[src/design/pkbu_pkg.sv]
// shared types and constants of the led packet bit unpacker
package pkbu_pkg;

    localparam int HEAD_BITS   = 6;
    localparam int REC_BITS    = 46;
    localparam int WORD_BITS   = 32;
    localparam int BYTE_BITS   = 8;
    localparam int ACC_W       = 53;
    localparam int HELD_W      = 6;
    localparam int REM_W       = 3;
    localparam int LED_W       = 11;
    localparam int COLOUR_W    = 8;
    localparam int ITEM_CNT_W  = 7;
    localparam int SET_ID_W    = 2;

    localparam logic [LED_W-1:0]      LED_COUNT_RESET = 11'd877;
    localparam logic [ITEM_CNT_W-1:0] ITEM_CNT_MAX    = 7'd127;
    localparam logic [SET_ID_W-1:0]   SET_ID_MAX      = 2'd2;

    typedef enum logic [1:0] {
        MODE_FILL    = 2'd0,
        MODE_WORD    = 2'd1,
        MODE_SETTING = 2'd2,
        MODE_NONE    = 2'd3
    } t_mode;

    typedef enum logic [1:0] {
        CMD_FILL    = 2'd0,
        CMD_WORD    = 2'd1,
        CMD_SETTING = 2'd2
    } t_cmd_kind;

    typedef struct packed {
        t_cmd_kind               cmd_kind;
        logic [LED_W-1:0]        range_start;
        logic [LED_W-1:0]        range_end;
        logic [COLOUR_W-1:0]     red;
        logic [COLOUR_W-1:0]     green;
        logic [COLOUR_W-1:0]     blue;
        logic [ITEM_CNT_W-1:0]   word_index;
        logic [WORD_BITS-1:0]    word_value;
        logic [SET_ID_W-1:0]     setting_id;
        logic [WORD_BITS-1:0]    setting_value;
    } t_cmd;

endpackage

[src/design/pkbu_in_if.sv]
// packet byte channel: valid/ready handshake with byte payload
interface pkbu_in_if;
    logic       valid;
    logic       ready;
    logic [7:0] packet_byte;
    logic       last_of_packet;

    modport source (output valid, output packet_byte, output last_of_packet, input ready);
    modport sink   (input valid, input packet_byte, input last_of_packet, output ready);
endinterface

[src/design/pkbu_out_if.sv]
// led command channel: valid/ready handshake with command payload
interface pkbu_out_if;
    logic        valid;
    logic        ready;
    logic [1:0]  cmd_kind;
    logic [10:0] range_start;
    logic [10:0] range_end;
    logic [7:0]  red;
    logic [7:0]  green;
    logic [7:0]  blue;
    logic [6:0]  word_index;
    logic [31:0] word_value;
    logic [1:0]  setting_id;
    logic [31:0] setting_value;

    modport source (
        output valid, output cmd_kind, output range_start, output range_end,
        output red, output green, output blue, output word_index, output word_value,
        output setting_id, output setting_value, input ready
    );
    modport sink (
        input valid, input cmd_kind, input range_start, input range_end,
        input red, input green, input blue, input word_index, input word_value,
        input setting_id, input setting_value, output ready
    );
endinterface

[src/design/pkbu_parser.sv]
// packet parser: bit accumulator, item extraction and command decode
module pkbu_parser #(
    parameter int MAX_PACKET_BYTES = 512
) (
    input  logic                          i_clk,
    input  logic                          i_rst_n,
    input  logic                          i_take,
    input  logic [7:0]                    i_packet_byte,
    input  logic                          i_last_of_packet,
    input  logic [pkbu_pkg::LED_W-1:0]    i_led_count,
    output logic                          o_fire,
    output pkbu_pkg::t_cmd                o_cmd
);

    localparam int BS_W = $clog2(MAX_PACKET_BYTES + 1);
    localparam logic [BS_W-1:0] BS_MAX = BS_W'(MAX_PACKET_BYTES);

    pkbu_pkg::t_mode                         r_mode, n_mode;
    logic [pkbu_pkg::ACC_W-1:0]              r_acc, n_acc;
    logic [pkbu_pkg::HELD_W-1:0]             r_held, n_held;
    logic [BS_W-1:0]                         r_bytes, n_bytes;
    logic [pkbu_pkg::ITEM_CNT_W-1:0]         r_items, n_items;
    logic [pkbu_pkg::SET_ID_W-1:0]           r_set_id, n_set_id;
    logic                                    r_set_ok, n_set_ok;

    logic [pkbu_pkg::ACC_W-1:0]              acc_sh;
    logic [pkbu_pkg::ACC_W-1:0]              item;
    logic [pkbu_pkg::HELD_W-1:0]             held_sum;
    logic [pkbu_pkg::HELD_W-1:0]             need;
    logic [pkbu_pkg::HELD_W-1:0]             rem_full;
    logic [pkbu_pkg::REM_W-1:0]              rem;
    logic [pkbu_pkg::LED_W-1:0]              fill_start;
    logic [pkbu_pkg::LED_W-1:0]              fill_end_raw;
    logic [pkbu_pkg::LED_W-1:0]              fill_end;
    logic [pkbu_pkg::LED_W-1:0]              led_last;
    logic [pkbu_pkg::ITEM_CNT_W-1:0]         items_inc;
    logic [pkbu_pkg::WORD_BITS-1:0]          word;

    // datapath for one byte
    always_comb begin
        acc_sh       = {r_acc[pkbu_pkg::ACC_W-pkbu_pkg::BYTE_BITS-1:0], i_packet_byte};
        held_sum     = r_held + pkbu_pkg::HELD_W'(pkbu_pkg::BYTE_BITS);
        need         = (r_mode == pkbu_pkg::MODE_FILL) ? pkbu_pkg::HELD_W'(pkbu_pkg::REC_BITS)
                                                       : pkbu_pkg::HELD_W'(pkbu_pkg::WORD_BITS);
        rem_full     = held_sum - need;
        rem          = rem_full[pkbu_pkg::REM_W-1:0];
        // bits above the held count are stale; the slices below never reach them
        item         = acc_sh >> rem;
        word         = item[pkbu_pkg::WORD_BITS-1:0];
        fill_start   = item[45:35];
        fill_end_raw = item[34:24];
        led_last     = i_led_count - pkbu_pkg::LED_W'(1);
        fill_end     = (fill_end_raw > led_last) ? led_last : fill_end_raw;
        items_inc    = (r_items == pkbu_pkg::ITEM_CNT_MAX) ? r_items
                                                           : r_items + pkbu_pkg::ITEM_CNT_W'(1);
    end

    // next state and result
    always_comb begin
        n_mode   = r_mode;
        n_acc    = r_acc;
        n_held   = r_held;
        n_bytes  = r_bytes;
        n_items  = r_items;
        n_set_id = r_set_id;
        n_set_ok = r_set_ok;
        o_fire   = 1'b0;
        o_cmd    = '0;
        if (i_take && (r_bytes < BS_MAX)) begin
            if (r_bytes == '0) begin
                n_mode  = pkbu_pkg::t_mode'(i_packet_byte[7:6]);
                n_acc   = pkbu_pkg::ACC_W'(i_packet_byte[5:0]);
                n_held  = pkbu_pkg::HELD_W'(pkbu_pkg::HEAD_BITS);
                n_bytes = BS_W'(1);
            end else begin
                n_bytes = r_bytes + BS_W'(1);
                if (r_mode != pkbu_pkg::MODE_NONE) begin
                    n_acc = acc_sh;
                    if (held_sum < need) begin
                        n_held = held_sum;
                    end else begin
                        n_held  = pkbu_pkg::HELD_W'(rem);
                        n_items = items_inc;
                        case (r_mode)
                            pkbu_pkg::MODE_FILL: begin
                                if ((i_led_count != '0) && (fill_start <= fill_end)) begin
                                    o_fire            = 1'b1;
                                    o_cmd.cmd_kind    = pkbu_pkg::CMD_FILL;
                                    o_cmd.range_start = fill_start;
                                    o_cmd.range_end   = fill_end;
                                    o_cmd.red         = item[23:16];
                                    o_cmd.green       = item[15:8];
                                    o_cmd.blue        = item[7:0];
                                end
                            end
                            pkbu_pkg::MODE_WORD: begin
                                o_fire           = 1'b1;
                                o_cmd.cmd_kind   = pkbu_pkg::CMD_WORD;
                                o_cmd.word_index = r_items;
                                o_cmd.word_value = word;
                            end
                            pkbu_pkg::MODE_SETTING: begin
                                if (r_items == '0) begin
                                    n_set_id = word[pkbu_pkg::SET_ID_W-1:0];
                                    n_set_ok = (word[pkbu_pkg::WORD_BITS-1:pkbu_pkg::SET_ID_W]
                                                == '0) &&
                                               (word[pkbu_pkg::SET_ID_W-1:0]
                                                <= pkbu_pkg::SET_ID_MAX);
                                end else if ((r_items == pkbu_pkg::ITEM_CNT_W'(1)) && r_set_ok) begin
                                    o_fire              = 1'b1;
                                    o_cmd.cmd_kind      = pkbu_pkg::CMD_SETTING;
                                    o_cmd.setting_id    = r_set_id;
                                    o_cmd.setting_value = word;
                                end
                            end
                            default: begin
                                o_fire = 1'b0;
                            end
                        endcase
                    end
                end
            end
        end
        if (i_take && i_last_of_packet) begin
            n_mode   = pkbu_pkg::MODE_FILL;
            n_held   = '0;
            n_bytes  = '0;
            n_items  = '0;
            n_set_id = '0;
            n_set_ok = 1'b0;
        end
    end

    always_ff @(posedge i_clk) begin
        if (!i_rst_n) begin
            r_mode   <= pkbu_pkg::MODE_FILL;
            r_held   <= '0;
            r_bytes  <= '0;
            r_items  <= '0;
            r_set_id <= '0;
            r_set_ok <= 1'b0;
        end else begin
            r_mode   <= n_mode;
            r_held   <= n_held;
            r_bytes  <= n_bytes;
            r_items  <= n_items;
            r_set_id <= n_set_id;
            r_set_ok <= n_set_ok;
        end
    end

    always_ff @(posedge i_clk) begin
        r_acc <= n_acc;
    end

    a_held_below_need: assert property (@(posedge i_clk) disable iff (!i_rst_n)
        (r_mode == pkbu_pkg::MODE_FILL && r_held < pkbu_pkg::HELD_W'(pkbu_pkg::REC_BITS)) ||
        (r_mode != pkbu_pkg::MODE_FILL && r_held < pkbu_pkg::HELD_W'(pkbu_pkg::WORD_BITS)))
        else $error("accumulator holds a whole item after a byte");

    a_last_clears: assert property (@(posedge i_clk) disable iff (!i_rst_n)
        i_take && i_last_of_packet |=> r_bytes == '0 && r_held == '0 && r_items == '0)
        else $error("parser not cleared after last byte of packet");

    a_bytes_bound: assert property (@(posedge i_clk) disable iff (!i_rst_n)
        r_bytes <= BS_MAX)
        else $error("byte count beyond packet limit");

endmodule

[src/design/led_packet_bit_unpacker_unit.sv]
// top level of the led packet bit unpacker: handshakes, led count register, result register
//
// Usage:
//   i_pkt carries packet bytes (packet_byte, last_of_packet) with valid/ready.
//   o_cmd carries led commands built from items that complete a record or word:
//   range fill, effect word or setting command; unused fields read as zero.
//   i_cfg_wr_en / i_cfg_wr_data write the led count (fill end is clamped
//   to led count minus one); write it only while no item is in flight.
//   One byte is taken per cycle while i_pkt.ready is high. A command appears on o_cmd
//   in the cycle after the byte that completes it is taken, held in the result register.
//   Parsing of a byte is done by the parser between the input handshake and
//   that register, so throughput is one byte per clock while o_cmd is taken.
//   Bytes that give no command leave the command in the result register untouched.
//   If the receiver stalls with a command waiting, i_pkt.ready drops until
//   that command is taken; nothing is lost or repeated.
//   Reset (synchronous, active low) sets the led count to 877, empties the
//   result register and clears the parser to the start of a packet.
module led_packet_bit_unpacker_unit #(
    parameter int MAX_PACKET_BYTES = 512
) (
    input  logic                          i_clk,
    input  logic                          i_rst_n,
    input  logic                          i_cfg_wr_en,
    input  logic [pkbu_pkg::LED_W-1:0]    i_cfg_wr_data,
    pkbu_in_if.sink                       i_pkt,
    pkbu_out_if.source                    o_cmd
);

    logic [pkbu_pkg::LED_W-1:0] r_led_count;
    logic                       r_out_valid, n_out_valid;
    pkbu_pkg::t_cmd             r_cmd;
    pkbu_pkg::t_cmd             cmd;
    logic                       take;
    logic                       fire;

    assign i_pkt.ready = !r_out_valid || o_cmd.ready;
    assign take        = i_pkt.valid && i_pkt.ready;

    pkbu_parser #(
        .MAX_PACKET_BYTES (MAX_PACKET_BYTES)
    ) u_parser (
        .i_clk            (i_clk),
        .i_rst_n          (i_rst_n),
        .i_take           (take),
        .i_packet_byte    (i_pkt.packet_byte),
        .i_last_of_packet (i_pkt.last_of_packet),
        .i_led_count      (r_led_count),
        .o_fire           (fire),
        .o_cmd            (cmd)
    );

    assign n_out_valid = (r_out_valid && !o_cmd.ready) || (take && fire);

    always_ff @(posedge i_clk) begin
        if (!i_rst_n) begin
            r_led_count <= pkbu_pkg::LED_COUNT_RESET;
            r_out_valid <= 1'b0;
        end else begin
            r_out_valid <= n_out_valid;
            if (i_cfg_wr_en) begin
                r_led_count <= i_cfg_wr_data;
            end
        end
    end

    always_ff @(posedge i_clk) begin
        if (take && fire) begin
            r_cmd <= cmd;
        end
    end

    assign o_cmd.valid         = r_out_valid;
    assign o_cmd.cmd_kind      = r_cmd.cmd_kind;
    assign o_cmd.range_start   = r_cmd.range_start;
    assign o_cmd.range_end     = r_cmd.range_end;
    assign o_cmd.red           = r_cmd.red;
    assign o_cmd.green         = r_cmd.green;
    assign o_cmd.blue          = r_cmd.blue;
    assign o_cmd.word_index    = r_cmd.word_index;
    assign o_cmd.word_value    = r_cmd.word_value;
    assign o_cmd.setting_id    = r_cmd.setting_id;
    assign o_cmd.setting_value = r_cmd.setting_value;

    a_fill_in_range: assert property (@(posedge i_clk) disable iff (!i_rst_n)
        r_out_valid && r_cmd.cmd_kind == pkbu_pkg::CMD_FILL |->
            r_cmd.range_start <= r_cmd.range_end && r_cmd.range_end < r_led_count)
        else $error("fill command with empty or unclamped range");

    a_setting_id: assert property (@(posedge i_clk) disable iff (!i_rst_n)
        r_out_valid && r_cmd.cmd_kind == pkbu_pkg::CMD_SETTING |->
            r_cmd.setting_id <= pkbu_pkg::SET_ID_MAX && r_cmd.range_end == '0)
        else $error("setting command with bad id or stray fields");

    a_word_fields: assert property (@(posedge i_clk) disable iff (!i_rst_n)
        r_out_valid && r_cmd.cmd_kind == pkbu_pkg::CMD_WORD |->
            r_cmd.range_start == '0 && r_cmd.setting_value == '0)
        else $error("effect word carries fields of another kind");

    a_no_overwrite: assert property (@(posedge i_clk) disable iff (!i_rst_n)
        r_out_valid && !o_cmd.ready |=> r_out_valid && $stable(r_cmd))
        else $error("waiting command overwritten");

endmodule
[src/flat_wrapper.sv]
// flat-port wrapper written by rule: the top's interface ports become plain ports
module led_packet_bit_unpacker_unit_flat 
#(
    parameter int MAX_PACKET_BYTES = 512
)
  (i_clk, i_rst_n, i_cfg_wr_en, i_cfg_wr_data, i_pkt_valid, i_pkt_packet_byte, i_pkt_last_of_packet, i_pkt_ready, o_cmd_valid, o_cmd_cmd_kind, o_cmd_range_start, o_cmd_range_end, o_cmd_red, o_cmd_green, o_cmd_blue, o_cmd_word_index, o_cmd_word_value, o_cmd_setting_id, o_cmd_setting_value, o_cmd_ready);
  pkbu_in_if i_pkt_i ();
  pkbu_out_if o_cmd_i ();
  input  logic i_clk;
  input  logic i_rst_n;
  input  logic i_cfg_wr_en;
  input  logic [pkbu_pkg::LED_W-1:0] i_cfg_wr_data;
  input wire logic [$bits(i_pkt_i.valid)-1:0] i_pkt_valid;
  input wire logic [$bits(i_pkt_i.packet_byte)-1:0] i_pkt_packet_byte;
  input wire logic [$bits(i_pkt_i.last_of_packet)-1:0] i_pkt_last_of_packet;
  output wire logic [$bits(i_pkt_i.ready)-1:0] i_pkt_ready;
  output wire logic [$bits(o_cmd_i.valid)-1:0] o_cmd_valid;
  output wire logic [$bits(o_cmd_i.cmd_kind)-1:0] o_cmd_cmd_kind;
  output wire logic [$bits(o_cmd_i.range_start)-1:0] o_cmd_range_start;
  output wire logic [$bits(o_cmd_i.range_end)-1:0] o_cmd_range_end;
  output wire logic [$bits(o_cmd_i.red)-1:0] o_cmd_red;
  output wire logic [$bits(o_cmd_i.green)-1:0] o_cmd_green;
  output wire logic [$bits(o_cmd_i.blue)-1:0] o_cmd_blue;
  output wire logic [$bits(o_cmd_i.word_index)-1:0] o_cmd_word_index;
  output wire logic [$bits(o_cmd_i.word_value)-1:0] o_cmd_word_value;
  output wire logic [$bits(o_cmd_i.setting_id)-1:0] o_cmd_setting_id;
  output wire logic [$bits(o_cmd_i.setting_value)-1:0] o_cmd_setting_value;
  input wire logic [$bits(o_cmd_i.ready)-1:0] o_cmd_ready;
  assign i_pkt_i.valid = i_pkt_valid;
  assign i_pkt_i.packet_byte = i_pkt_packet_byte;
  assign i_pkt_i.last_of_packet = i_pkt_last_of_packet;
  assign i_pkt_ready = i_pkt_i.ready;
  assign o_cmd_valid = o_cmd_i.valid;
  assign o_cmd_cmd_kind = o_cmd_i.cmd_kind;
  assign o_cmd_range_start = o_cmd_i.range_start;
  assign o_cmd_range_end = o_cmd_i.range_end;
  assign o_cmd_red = o_cmd_i.red;
  assign o_cmd_green = o_cmd_i.green;
  assign o_cmd_blue = o_cmd_i.blue;
  assign o_cmd_word_index = o_cmd_i.word_index;
  assign o_cmd_word_value = o_cmd_i.word_value;
  assign o_cmd_setting_id = o_cmd_i.setting_id;
  assign o_cmd_setting_value = o_cmd_i.setting_value;
  assign o_cmd_i.ready = o_cmd_ready;
  led_packet_bit_unpacker_unit #(.MAX_PACKET_BYTES(MAX_PACKET_BYTES)) u_core (.i_clk(i_clk), .i_rst_n(i_rst_n), .i_cfg_wr_en(i_cfg_wr_en), .i_cfg_wr_data(i_cfg_wr_data), .i_pkt(i_pkt_i), .o_cmd(o_cmd_i));
endmodule
[config.mk]
export PLATFORM = sky130hd
export DESIGN_NAME = led_packet_bit_unpacker_unit_flat
export DESIGN_NICKNAME = d
export VERILOG_FILES = /design/src/design/pkbu_pkg.sv /design/src/design/pkbu_in_if.sv /design/src/design/pkbu_out_if.sv /design/src/design/pkbu_parser.sv /design/src/design/led_packet_bit_unpacker_unit.sv /design/src/flat_wrapper.sv
export SDC_FILE = /design/constraint.sdc
export NUM_CORES = 1
export LEC_CHECK = 0
export ABC_AREA = 1
export BUFFER_PORTS_ARGS = -buffer_cell sky130_fd_sc_hd__buf_2
export CAP_MARGIN = 10
export CORE_UTILIZATION = 52
export CTS_CLUSTER_DIAMETER = 200
export DETAILED_ROUTE_END_ITERATION = 8
export PLACE_DENSITY = 0.77
export SETUP_SLACK_MARGIN = 0.05
export SYNTH_ARGS = -nofsm -noshare
export SYNTH_HDL_FRONTEND = slang
export SYNTH_SLANG_ARGS = --single-unit
[constraint.sdc]
create_clock -name i_clk -period 6.5 [get_ports i_clk]
set_input_delay 1.3 -clock i_clk [delete_from_list [all_inputs] [get_ports i_clk]]
set_output_delay 1.3 -clock i_clk [all_outputs]
set_load 0.05 [all_outputs]
==> reports/results.txt <==
YS warnings = 0
RSZ-0062 raised after global routing = no
Pwr/cell area = 291 nW/um^2
Largest net degree at the start of global routing = 122
Main area contributors after synthesis = edfxtp_1 49%, nand2_1 10%, nor2_1 8.2%, dfxtp_1 7.8%, ha_1 4.9%
R2R Path Start = u_core.u_parser.r_mode[1]
Initial Util = 53.3%
Worst Path Arrival = 6.20 ns
CTS Hold Buffers Added = 0
Synthesized instance count = 1114
WL/cell = 14.7 um
Switching pwr = 0.00107 W
Synthesized area = 10000 um^2
CTS root buffer = clkbuf_16
H-tree levels = 1
Least-Margin Pin Slew = 0.992 ns
Fin Setup TNS = 0 ns
Layout Skew = 0.0140 ns
Diodes inserted = 0
Clock Pin Slew Worst Setup and Hold Paths = 0.06 ns
Vias/cell = 5.06
Main flop type after synthesis = edfxtp_1
GP Congestion = 0.897
Fmax = 0.165 GHz
Fin. Hold Viols = 0
Number of enable flip-flop cells after synthesis = 165
Worst R2R End = u_core.o_cmd.word_index[6]
Vias in the first global route = 7272
Relative slew margins = 33.8%
# DRC = 0
ANT nets after route = 0
DRT Pass-1 Iters = 6
Leading area contributor after synthesis = edfxtp_1
Part of the power in the clock network = 33.9%
Asr flop ratio synth = 0%
Final nets = 1318
Tmin final = 6.05 ns
MaxCap Viol Count = 0
PortBufs = 147
Total CTS buffers = 22
Final setup fails = 0
I/O pin count = 148
WHS Endpoint = u_core.u_parser.r_held[4]
Cts repair resizes = 0
Post-CTS setup buffer count = 0
Net count after synthesis = 1178
Vias after detailed routing = 7739
Register bit total from synthesis = 204
Total global-route track usage = 22.5%
Row cnt = 50
Critical-path top delay cell = o21ai_2
Sequential share of the synthesized area = 57.2%
Avg Cell Area, Syn = 9.01 um^2
Synth-to-Final Area Change = 15.6%
Cell repeated most along the worst path = nand2_1
Fin crit share = 93.2%
Commonest non-fill, non-tap cell in the layout = nand2_1
Run status = finished, final reports clean
Logic pwr share = 23.4%
Net Sw Frac = 31.8%
Die area = 19900 um^2
Post-DP HPWL = 15700 um
CP Class = flop to flop
Die X = 141 um
Critical Path Start Type = flop
Hold Path Cell Cnt = 2
Tightest Hold Check Type = flop to flop
TritonCTS clock tree = done
Core Box Area = 18800 um^2
Top-area cell type share of the netlist area = 49.4%
Tot Pwr = 0.00337 W
Max stage delay on crit path = 0.45 ns
DR iter-0 viols = 504
Layout cells sized above 1 = 17.2%
Worst-path fanout max = 121
Gr ovfl total = 0
Count of pins over their slew limit = 0
TritonCTS Sinks = 204
Drt total wl = 22500 um
CP required = 6.64 ns
Worst skew pair latency = 0.51 ns
Origin of the worst min-delay path = u_core.u_parser.r_held[4]
Reg2reg setup slack = 0.45 ns
CTS Buffer Depth = 3
CP Capture Type = flop
Synth unique cells = 40
Static Leak = 4.63 nW
Internal = 0.00230 W
Initial antenna violation count = 0
Reg2Reg Depth = 29
Sequential Power Share = 42.7%
Max VDD drop = 0.000218 V
Commonest non-fill, non-tap cells in the layout = 272 x nand2_1, 219 x nor2_1, 165 x edfxtp_1, 147 x buf_2, 129 x inv_1
Die height = 141 um
First-pass GRT wire length = 35700 um
==> cell type report <==
cell class / count / area (um^2)
fillers: 1600 / 7230
repair buffers: 156 / 816
inverters: 139 / 526
clock inverters: 9 / 60.1
multi-input cells: 731 / 3540
well taps: 260 / 325
flip-flops and latches: 204 / 5740
clock buffers: 31 / 594
==> per-stage QoR <==
stage | setup slack (ns) | hold slack, ns | util, % | instance area [um^2] | std cells
final | 0.445 | 0.476 | 61.6 | 11600 | 1530
after global placement | 0.761 | 0.458 | 58.1 | 10900 | 1490
after floorplan | 0.557 | 0.449 | - | 10000 | 1114
after global routing | 0.0862 | 0.490 | 61.6 | 11600 | 1530
after CTS | 0.486 | 0.471 | 61.5 | 11600 | 1530
after detailed placement | 0.477 | 0.462 | 58.1 | 10900 | 1490
==> registers in the layout, indices dropped and copies added, names as in the netlist, 7 cells and up <==
signal	cells
u_core.u_parser.r_bytes	10
u_core.o_cmd.setting_value	32
u_core.o_cmd.word_value	32
u_core.o_cmd.blue	8
u_core.u_parser.r_acc	44
u_core.o_cmd.green	8
u_core.o_cmd.word_index	7
u_core.o_cmd.red	8
u_core.o_cmd.range_start	11
u_core.r_led_count	11
u_core.o_cmd.range_end	11
u_core.u_parser.r_items	7
==> cell usage after synthesis, types with 2 or more instances <==
library cell and n:
o21ai_1 28, o21ai_0 44, nand4_1 7, o21ai_2 7
xnor2_1 4, ha_1 39, nor2_1 219, inv_1 130
inv_2 6, or2_2 3, nor3_2 2, a21oi_1 27
edfxtp_1 165, nand3_1 37, nor3_1 4, nand3_2 3
buf_2 19, nand3b_1 2, xor2_1 12, dfxtp_1 39
a211oi_1 3, buf_6 8, clkinv_1 3, nand2_2 5
clkbuf_1 9, buf_4 4, nand2_1 272
==> power groups by stage <==
| stage | Combinational, W | Sequential (W) | Clock, W |
|---|---|---|---|
| after floorplan | 0.000595 | 0.00146 | 0 |
| after global placement | 0.000748 | 0.00147 | 0 |
| after detailed placement | 0.000770 | 0.00147 | 0 |
| after CTS | 0.000773 | 0.00144 | 0.00116 |
| after global routing | 0.000891 | 0.00144 | 0.00122 |
| final | 0.000788 | 0.00144 | 0.00114 |
==> cell families after synthesis <==
group,Yosys count,share of synthesized area (%)
compound gates,113,6.08
mux,1,0.0998
xor+xnor,16,1.40
simple gates,562,22.7
fa+ha+maj,39,4.86
buf+inv,179,7.68
flops,204,57.2
==> critical path: cells and delay by family, from the launching register on <==
family,cells,cell delay [ns]
adders and majority gates,4,1.23
DFF,1,0.33
buffers and inverters,7,0.96
and+or+nand+nor,14,1.82
AOI/OAI and AO/OA,4,1.15
==> routing by layer <==
layer  share of wire (%)  wire (um)  vias up  GRT usage, %
li1                    -          -     3876             -
met2                  49      11000      232          38.3
met5                   0          0        -             0
met3                 5.5       1240       36          3.09
met1                  44       9840     3595          30.6
met4                 1.8        403        0          5.78
==> worst max-delay path by stage <==
stage                              start                        endpoint  slack (ns)
6_report       u_core.u_parser.r_mode[1]      u_core.o_cmd.word_index[6]        0.45
5_1_grt        u_core.u_parser.r_mode[1]      u_core.o_cmd.word_value[7]        0.09
4_1_cts        u_core.u_parser.r_mode[0]  u_core.o_cmd.setting_value[20]        0.49
3_5_place_dp   u_core.u_parser.r_mode[0]   u_core.o_cmd.setting_value[9]        0.48
3_3_place_gp   u_core.u_parser.r_mode[0]           u_core.o_cmd.green[1]        0.76
2_1_floorplan  u_core.u_parser.r_mode[0]            u_core.o_cmd.blue[0]        0.56
No activity file was read; power rests on OpenSTA's default activity.
